**src/crc32ta_pkg.sv**
```systemverilog
`timescale 1ns / 1ps
// shared types, codes and the byte-wise crc-32 update for the trailer block
// no dependencies

package crc32ta_pkg;

	localparam logic [31:0] CRC_POLY = 32'hEDB88320;

	// configuration register indexes
	localparam logic CFG_MODE     = 1'b0;
	localparam logic CFG_CRC_INIT = 1'b1;

	// mode values
	localparam logic MODE_APPEND = 1'b0;
	localparam logic MODE_CHECK  = 1'b1;

	// check status codes
	localparam logic [1:0] ST_GOOD     = 2'd0;
	localparam logic [1:0] ST_MISMATCH = 2'd1;
	localparam logic [1:0] ST_SHORT    = 2'd2;

	// bytes_seen saturates at the trailer length
	localparam logic [2:0] BS_FULL = 3'd4;

	// result group sizes
	localparam logic [2:0] GRP_ONE  = 3'd1;
	localparam logic [2:0] GRP_FIVE = 3'd5;

	// all results caused by one input item
	typedef struct packed {
		logic [4:0][7:0] bytes;
		logic [2:0]      cnt;
		logic            first_valid;
		logic            last;
		logic [1:0]      status;
	} grp_t;

	function automatic logic [31:0] crc_byte(input logic [31:0] crc, input logic [7:0] b);
		logic [31:0] c;
		c = crc ^ {24'd0, b};
		for (int i = 0; i < 8; i++) begin
			c = (c >> 1) ^ (c[0] ? CRC_POLY : 32'd0);
		end
		return c;
	endfunction

endpackage

```
**src/crc32ta_core.sv**
```systemverilog
`timescale 1ns / 1ps
// input register, crc state, trailer delay line and result group builder
// depends on crc32ta_pkg

module crc32ta_core (
	input  logic               clk,
	input  logic               arst_n,
	input  logic [7:0]         data_byte,
	input  logic               last,
	input  logic               in_valid,
	output logic               in_stall,
	input  logic               mode,
	input  logic [31:0]        crc_initial,
	output crc32ta_pkg::grp_t  grp,
	output logic               push,
	input  logic               full
);
	import crc32ta_pkg::*;

	logic [7:0]      data_s1;
	logic            last_s1;
	logic            valid_s1;
	logic [31:0]     running_crc_q;
	logic [3:0][7:0] td_q;
	logic [2:0]      bs_q;

	logic            fire;
	logic            grp_push;
	logic [31:0]     crc_base;
	logic [31:0]     crc_nxt;
	logic [3:0][7:0] td_nxt;
	logic [2:0]      bs_nxt;

	assign in_stall = valid_s1 & full;
	assign fire     = valid_s1 & ~full;
	assign push     = fire & grp_push;

	always_ff @(posedge clk or negedge arst_n) begin
		if (!arst_n) begin
			valid_s1 <= 1'b0;
		end else begin
			valid_s1 <= (in_valid & ~in_stall) | in_stall;
		end
	end

	always_ff @(posedge clk) begin
		if (in_valid && !in_stall) begin
			data_s1 <= data_byte;
			last_s1 <= last;
		end
	end

	always_comb begin
		crc_base = (bs_q == 3'd0) ? crc_initial : running_crc_q;
		crc_nxt  = crc_base;
		td_nxt   = td_q;
		bs_nxt   = bs_q;
		grp      = '0;
		grp_push = 1'b0;
		if (mode == MODE_APPEND) begin
			crc_nxt          = crc_byte(crc_base, data_s1);
			grp.bytes[0]     = data_s1;
			grp.first_valid  = 1'b1;
			grp.cnt          = GRP_ONE;
			grp_push         = 1'b1;
			if (last_s1) begin
				grp.bytes[1] = crc_nxt[7:0];
				grp.bytes[2] = crc_nxt[15:8];
				grp.bytes[3] = crc_nxt[23:16];
				grp.bytes[4] = crc_nxt[31:24];
				grp.cnt      = GRP_FIVE;
				grp.last     = 1'b1;
				bs_nxt       = 3'd0;
			end else if (bs_q < BS_FULL) begin
				bs_nxt = bs_q + 3'd1;
			end
		end else begin
			if (bs_q >= BS_FULL) begin
				// oldest byte leaves and enters the crc
				crc_nxt         = crc_byte(crc_base, td_q[0]);
				td_nxt          = {data_s1, td_q[3:1]};
				grp.bytes[0]    = td_q[0];
				grp.first_valid = 1'b1;
				grp.cnt         = GRP_ONE;
				grp_push        = 1'b1;
			end else begin
				td_nxt[bs_q[1:0]] = data_s1;
				bs_nxt            = bs_q + 3'd1;
			end
			if (last_s1) begin
				// held trailer read little-endian straight off the packed line
				if (bs_nxt < BS_FULL) begin
					grp.status = ST_SHORT;
				end else if (td_nxt == crc_nxt) begin
					grp.status = ST_GOOD;
				end else begin
					grp.status = ST_MISMATCH;
				end
				grp.cnt  = GRP_ONE;
				grp.last = 1'b1;
				grp_push = 1'b1;
				bs_nxt   = 3'd0;
			end
		end
	end

	always_ff @(posedge clk or negedge arst_n) begin
		if (!arst_n) begin
			running_crc_q <= '0;
			td_q          <= '0;
			bs_q          <= '0;
		end else if (fire) begin
			running_crc_q <= crc_nxt;
			td_q          <= td_nxt;
			bs_q          <= bs_nxt;
		end
	end

endmodule

```
**src/crc32ta_emit.sv**
```systemverilog
`timescale 1ns / 1ps
// two-entry result group queue and serializer onto the output channel
// depends on crc32ta_pkg

module crc32ta_emit (
	input  logic              clk,
	input  logic              arst_n,
	input  crc32ta_pkg::grp_t grp,
	input  logic              push,
	output logic              full,
	output logic              out_valid,
	input  logic              out_stall,
	output logic [7:0]        out_byte,
	output logic              byte_valid,
	output logic              out_last,
	output logic [1:0]        status
);
	import crc32ta_pkg::*;

	grp_t       q_mem [2];
	logic       wr_ptr_q;
	logic       rd_ptr_q;
	logic [1:0] count_q;
	logic [2:0] sub_q;

	grp_t       head;
	logic       final_sub;
	logic       take;
	logic       pop;

	assign head      = q_mem[rd_ptr_q];
	assign full      = (count_q == 2'd2);
	assign out_valid = (count_q != 2'd0);
	assign final_sub = (sub_q == head.cnt - 3'd1);
	assign take      = out_valid & ~out_stall;
	assign pop       = take & final_sub;

	assign out_byte   = head.bytes[sub_q];
	assign byte_valid = (sub_q == 3'd0) ? head.first_valid : 1'b1;
	assign out_last   = final_sub & head.last;
	assign status     = final_sub ? head.status : ST_GOOD;

	always_ff @(posedge clk) begin
		if (push) begin
			q_mem[wr_ptr_q] <= grp;
		end
	end

	always_ff @(posedge clk or negedge arst_n) begin
		if (!arst_n) begin
			wr_ptr_q <= 1'b0;
			rd_ptr_q <= 1'b0;
			count_q  <= 2'd0;
			sub_q    <= 3'd0;
		end else begin
			if (push) begin
				wr_ptr_q <= ~wr_ptr_q;
			end
			if (pop) begin
				rd_ptr_q <= ~rd_ptr_q;
				sub_q    <= 3'd0;
			end else if (take) begin
				sub_q <= sub_q + 3'd1;
			end
			count_q <= count_q + {1'b0, push} - {1'b0, pop};
		end
	end

endmodule

```
**src/crc32_trailer_append_check.sv**
```systemverilog
`timescale 1ns / 1ps
// Reflected CRC-32 trailer append / check-and-strip for a byte stream. Each
// accepted item is one packet byte with a last mark; the crc (poly 0xEDB88320,
// lsb first, seeded from crc_initial at every packet start, no final xor) is
// updated one byte per cycle in a single register stage, so one item per cycle
// is accepted when the output side keeps up. In append mode (mode = 0) every
// byte gives one output item and the last byte gives four more carrying the
// crc, least significant byte first, the fourth with out_last set. In check
// mode (mode = 1) a four-byte delay line holds back the trailer; a payload
// byte leaves once four newer bytes have arrived. On the last byte the held
// trailer, read little-endian, is compared with the crc and dropped; status
// on the out_last item is good, mismatch, or too short (fewer than four bytes,
// nothing forwarded). When no payload byte leaves with the last byte, a single
// item with byte_valid low carries out_last and status. An accepted byte passes
// the input register and the byte stage before it is queued; a two-group output
// queue decouples in_stall from out_stall. Write configuration only while the
// block is idle.
// depends on crc32ta_pkg, crc32ta_core, crc32ta_emit

module crc32_trailer_append_check (
	input  logic        clk,
	input  logic        arst_n,
	// configuration write port
	input  logic        cfg_we,
	input  logic        cfg_index,
	input  logic [31:0] cfg_data,
	// input channel
	input  logic        in_valid,
	output logic        in_stall,
	input  logic [7:0]  data_byte,
	input  logic        last,
	// output channel
	output logic        out_valid,
	input  logic        out_stall,
	output logic [7:0]  out_byte,
	output logic        byte_valid,
	output logic        out_last,
	output logic [1:0]  status
);
	import crc32ta_pkg::*;

	logic        mode_q;
	logic [31:0] crc_init_q;

	grp_t        grp;
	logic        push;
	logic        full;

	// configuration registers
	always_ff @(posedge clk or negedge arst_n) begin
		if (!arst_n) begin
			mode_q     <= MODE_APPEND;
			crc_init_q <= '0;
		end else if (cfg_we) begin
			unique case (cfg_index)
				CFG_MODE:     mode_q     <= cfg_data[0];
				CFG_CRC_INIT: crc_init_q <= cfg_data;
				default:      ;
			endcase
		end
	end

	// byte stage: crc update, delay line, result group
	crc32ta_core u_core (
		.clk         (clk),
		.arst_n      (arst_n),
		.data_byte   (data_byte),
		.last        (last),
		.in_valid    (in_valid),
		.in_stall    (in_stall),
		.mode        (mode_q),
		.crc_initial (crc_init_q),
		.grp         (grp),
		.push        (push),
		.full        (full)
	);

	// group queue and per-item serializer
	crc32ta_emit u_emit (
		.clk        (clk),
		.arst_n     (arst_n),
		.grp        (grp),
		.push       (push),
		.full       (full),
		.out_valid  (out_valid),
		.out_stall  (out_stall),
		.out_byte   (out_byte),
		.byte_valid (byte_valid),
		.out_last   (out_last),
		.status     (status)
	);

	// a full queue always has something to offer
	a_full_has_output: assert property (@(posedge clk) disable iff (!arst_n)
		full |-> out_valid)
		else $error("queue full without output");

	// status is only given on the final item of a packet
	a_status_on_last: assert property (@(posedge clk) disable iff (!arst_n)
		(out_valid && !out_last) |-> (status == ST_GOOD))
		else $error("status on non-final item");

	// an empty item only ever closes a packet
	a_empty_is_last: assert property (@(posedge clk) disable iff (!arst_n)
		(out_valid && !byte_valid) |-> out_last)
		else $error("empty item that is not last");

	// no push into a full queue
	a_no_overflow: assert property (@(posedge clk) disable iff (!arst_n)
		full |-> !push)
		else $error("push into full queue");

endmodule

```
**config.mk**
```make
export PLATFORM = sky130hd
export DESIGN_NAME = crc32_trailer_append_check
export DESIGN_NICKNAME = d
export VERILOG_FILES = /design/src/crc32ta_pkg.sv /design/src/crc32ta_core.sv /design/src/crc32ta_emit.sv /design/src/crc32_trailer_append_check.sv
export SDC_FILE = /design/constraint.sdc
export NUM_CORES = 1
export LEC_CHECK = 0
export BUFFER_PORTS_ARGS = -buffer_cell sky130_fd_sc_hd__buf_4
export CAP_MARGIN = 20
export CORE_ASPECT_RATIO = 0.9
export CORE_MARGIN = 2
export CORE_UTILIZATION = 35
export DETAILED_ROUTE_END_ITERATION = 12
export HOLD_SLACK_MARGIN = 0.12
export PLACE_DENSITY = 0.5
export SLEW_MARGIN = 0
export SYNTH_ARGS = -nofsm -noshare
export SYNTH_HDL_FRONTEND = slang
export SYNTH_SLANG_ARGS = --single-unit
export TNS_END_PERCENT = 5
```
**constraint.sdc**
```tcl
create_clock -name clk -period 4.4 [get_ports clk]
set_input_delay 0 -clock clk [delete_from_list [all_inputs] [get_ports clk]]
set_output_delay 0 -clock clk [all_outputs]
set_load 0.03 [all_outputs]
```
==> impl_results.md <==
* Number of flops mapped to enable cells by yosys at 101
* Height of the die at 184 um
* Syn_nets at 1214
* TNS Setup at 0 ns
* Global-route wire length before repair at 66.7 mm
* #FFs+latches synth at 209
* Clk_skew at 0.0161 ns
* Tcrit/Tclk final at 0.928
* Initial Util at 0.353
* Vias at 9564
* Commonest cells after routing, fill and taps aside: 118 x xnor2_1, 108 x buf_4, 105 x dfrtp_1, 103 x nand2_1, 101 x edfxtp_1
* CTS tree: yes
* Top cell type by total area after synthesis: edfxtp_1
* Initial DRT Pass Iterations at 7
* Antenna Cells at 0
* Reg clk slew, reported paths at 0.06 ns
* Die width at 204 um
* RSZ-0062 raised after global routing: no
* Synth top area share at 0.240
* Hold WC Path Type: in2reg
* Fill cell count at 3485
* Final wirelength at 45.4 mm
* WP data required at 4.66 ns
* Core area at 35800 um2
* Area delta synth->final at 20.4%
* Synth Area in Adders at 0.00792
* Slack of the critical path at 0.318 ns
* GRT Overall Usage at 0.245
* Multi-input logic area at 6510 um2
* Clock Latency Late Sink at 0.55 ns
* Synth unique cells at 66
* Final-report hold violation count at 0
* Final Setup Violations at 0
* Port Buffer Count at 60
* CP Max Fanout at 17
* TritonCTS Buffers at 24
* Num rows at 66
* Post-placement worst setup slack at 0.428 ns
* Final Slew Violations at 0
* Mux cell area share after synthesis at 0.130
* Slew HR at 0.291
* Synth Warn # at 0
* CP endpoint kind: register
* Max-Cap Viols at 0
* HPWL after detailed placement at 33.3 mm
* CTS H-Tree Depth at 1
* Largest net degree at the start of global routing at 99
* WS Path Type: reg2reg
* Status: completed
* Minimum clock period at 4.08 ns
* Most common cell after layout, fill and taps aside: xnor2_1
* Wirelength per Cell at 25.7 um
* Syn_area_per_cell at 10.9 um2
* Arrival time at the worst endpoint at 4.34 ns
* Async S/R FF share, synth at 0.517
* Register area at 5740 um2
* Ports at 61
* Share of cells above drive strength 1 at 0.202
* F_max at 0.245 GHz
* Root buffer cell: clkbuf_16
* Nets at 1325
* Sequential fraction of the synthesis area at 0.454
* CTS Sinks at 209
* Vias per inst at 5.42
* Top cells by area, synth: edfxtp_1 24%, dfrtp_1 21%, xnor2_1 8.2%
* Commonest register cell after synthesis: dfrtp_1
* Largest family of logic cells by synthesized area: XOR/XNOR gates
* Post-Synthesis Cell Area at 12600 um2
* Clk buf depth at 3
* Vias in the first global route at 9653
* First DRT Iteration DRCs at 842
* Gates resized, CTS repair at 0
* Post-Synth Simple-Gate Area at 0.0933
* Slew @ Worst Pin at 1.06 ns
* Compound-Gate Fraction of Synth Area at 0.117
* Critical Path Start Type: register
* # DRC at 0
* Grt total ovfl at 0
* Antenna violations before repair at 1
* Global placement routability congestion at 1.01
* ANT nets after route at 0
* Post-Synth XOR/XNOR Area at 0.166
* Cells after Synth at 1159
* Die area at 37700 um2
## state kept, by name, indices dropped and copies added (netlist names)
| register | cells |
|---|---|
| u_emit.sub_q | 3 |
| u_emit.wr_ptr_q | 1 |
| u_core.bs_q | 3 |
| u_core.data_s1 | 8 |
| mode_q | 1 |
| u_core.valid_s1 | 1 |
| u_emit.rd_ptr_q | 1 |
| u_core.running_crc_q | 32 |
| u_core.td_q | 32 |
| crc_init_q | 32 |
| u_core.last_s1 | 1 |
| u_emit.count_q | 2 |
| u_emit.q_mem | 92 |
## cells by family after synthesis
kind of cell,after synthesis
fa+ha+maj,8
xor+xnor,196
simple gates,269
flops,209
compound gates,246
mux,131
buf+inv,100
## cell usage after synthesis (5+ instances only)
cell and count:
xnor3_1 11, nor3_1 6, mux2i_1 56, a21oi_1 60
nand3_1 17, nor2_1 93, mux2i_4 5, and3_1 7
dfrtp_1 108, o21ai_0 93, mux4_2 16, a31oi_1 17
o211ai_1 5, and2_1 6, o21ai_1 5, xnor2_4 7
mux2_2 52, xor2_1 48, a221oi_1 9, ha_1 8
nor2b_1 19, a211oi_1 10, edfxtp_1 101, xnor2_2 11
nand2_1 104, xnor2_1 118, inv_1 22, clkbuf_1 61
a22oi_1 16, buf_1 9
## critical path: stages, from the launching register on
cell and delay, ns:
dfrtp_1 0.42, inv_1 0.10, ha_1 0.26, nand2b_4 0.37
buf_12 0.24, mux2i_4 0.35, xnor2_4 0.19, xnor2_1 0.17
buf_4 0.16, a21o_1 0.18, o32ai_1 0.49, o311a_1 0.26
nand4_1 0.10, nor4_1 0.28, a31oi_1 0.19
## layout make-up
class | count | area share
sequential | 209 | 0.377
timing repair buffer | 159 | 0.0888
tap | 476 | 0.0391
clock buffer | 27 | 0.0422
multi-input combinational | 850 | 0.428
inverter | 26 | 0.00641
clock inverter | 17 | 0.0187
## stage by stage
step | cell area, um2 | instances | hold WS [ns] | util
after detailed placement | 13800 | 1671 | 0.129 | 0.385
after global routing | 15200 | 1764 | 0.158 | 0.425
after global placement | 13800 | 1671 | 0.134 | 0.385
after floorplan | 12600 | 1159 | -0.296 | -
final | 15200 | 1764 | 0.133 | 0.425
after CTS | 15200 | 1763 | 0.121 | 0.424
## path summary, 6_finish.rpt
check                                           endpoint  slack (ns)  cells past startpoint                      from
worst max-delay path                  u_emit.q_mem[1][0]        0.32                     14            u_core.bs_q[0]
worst min-delay path                       crc_init_q[0]        0.13                      4                 cfg_index
worst max register to register        u_emit.q_mem[1][0]        0.32                     14            u_core.bs_q[0]
worst min register to register  u_core.running_crc_q[26]        0.48                      2  u_core.running_crc_q[26]
max in group asynchronous                u_emit.rd_ptr_q        2.13                      4                    arst_n
min in group asynchronous       u_core.running_crc_q[27]        0.56                      3                    arst_n
## layer usage
layer  global-route usage  wire length (um)
met1                0.342             20100
met2                0.376             20100
met3               0.0555              3530
met4               0.0812              1640
met5                    0                 0
## timing repair
action                    CTS  global route
hold buffers               48             0
hold endpoints to repair  110             0
setup buffers               0             0
Power is left out: the tool's default activity adds up to more than one toggle a clock period on the data nets, which glitch-free logic cannot reach.
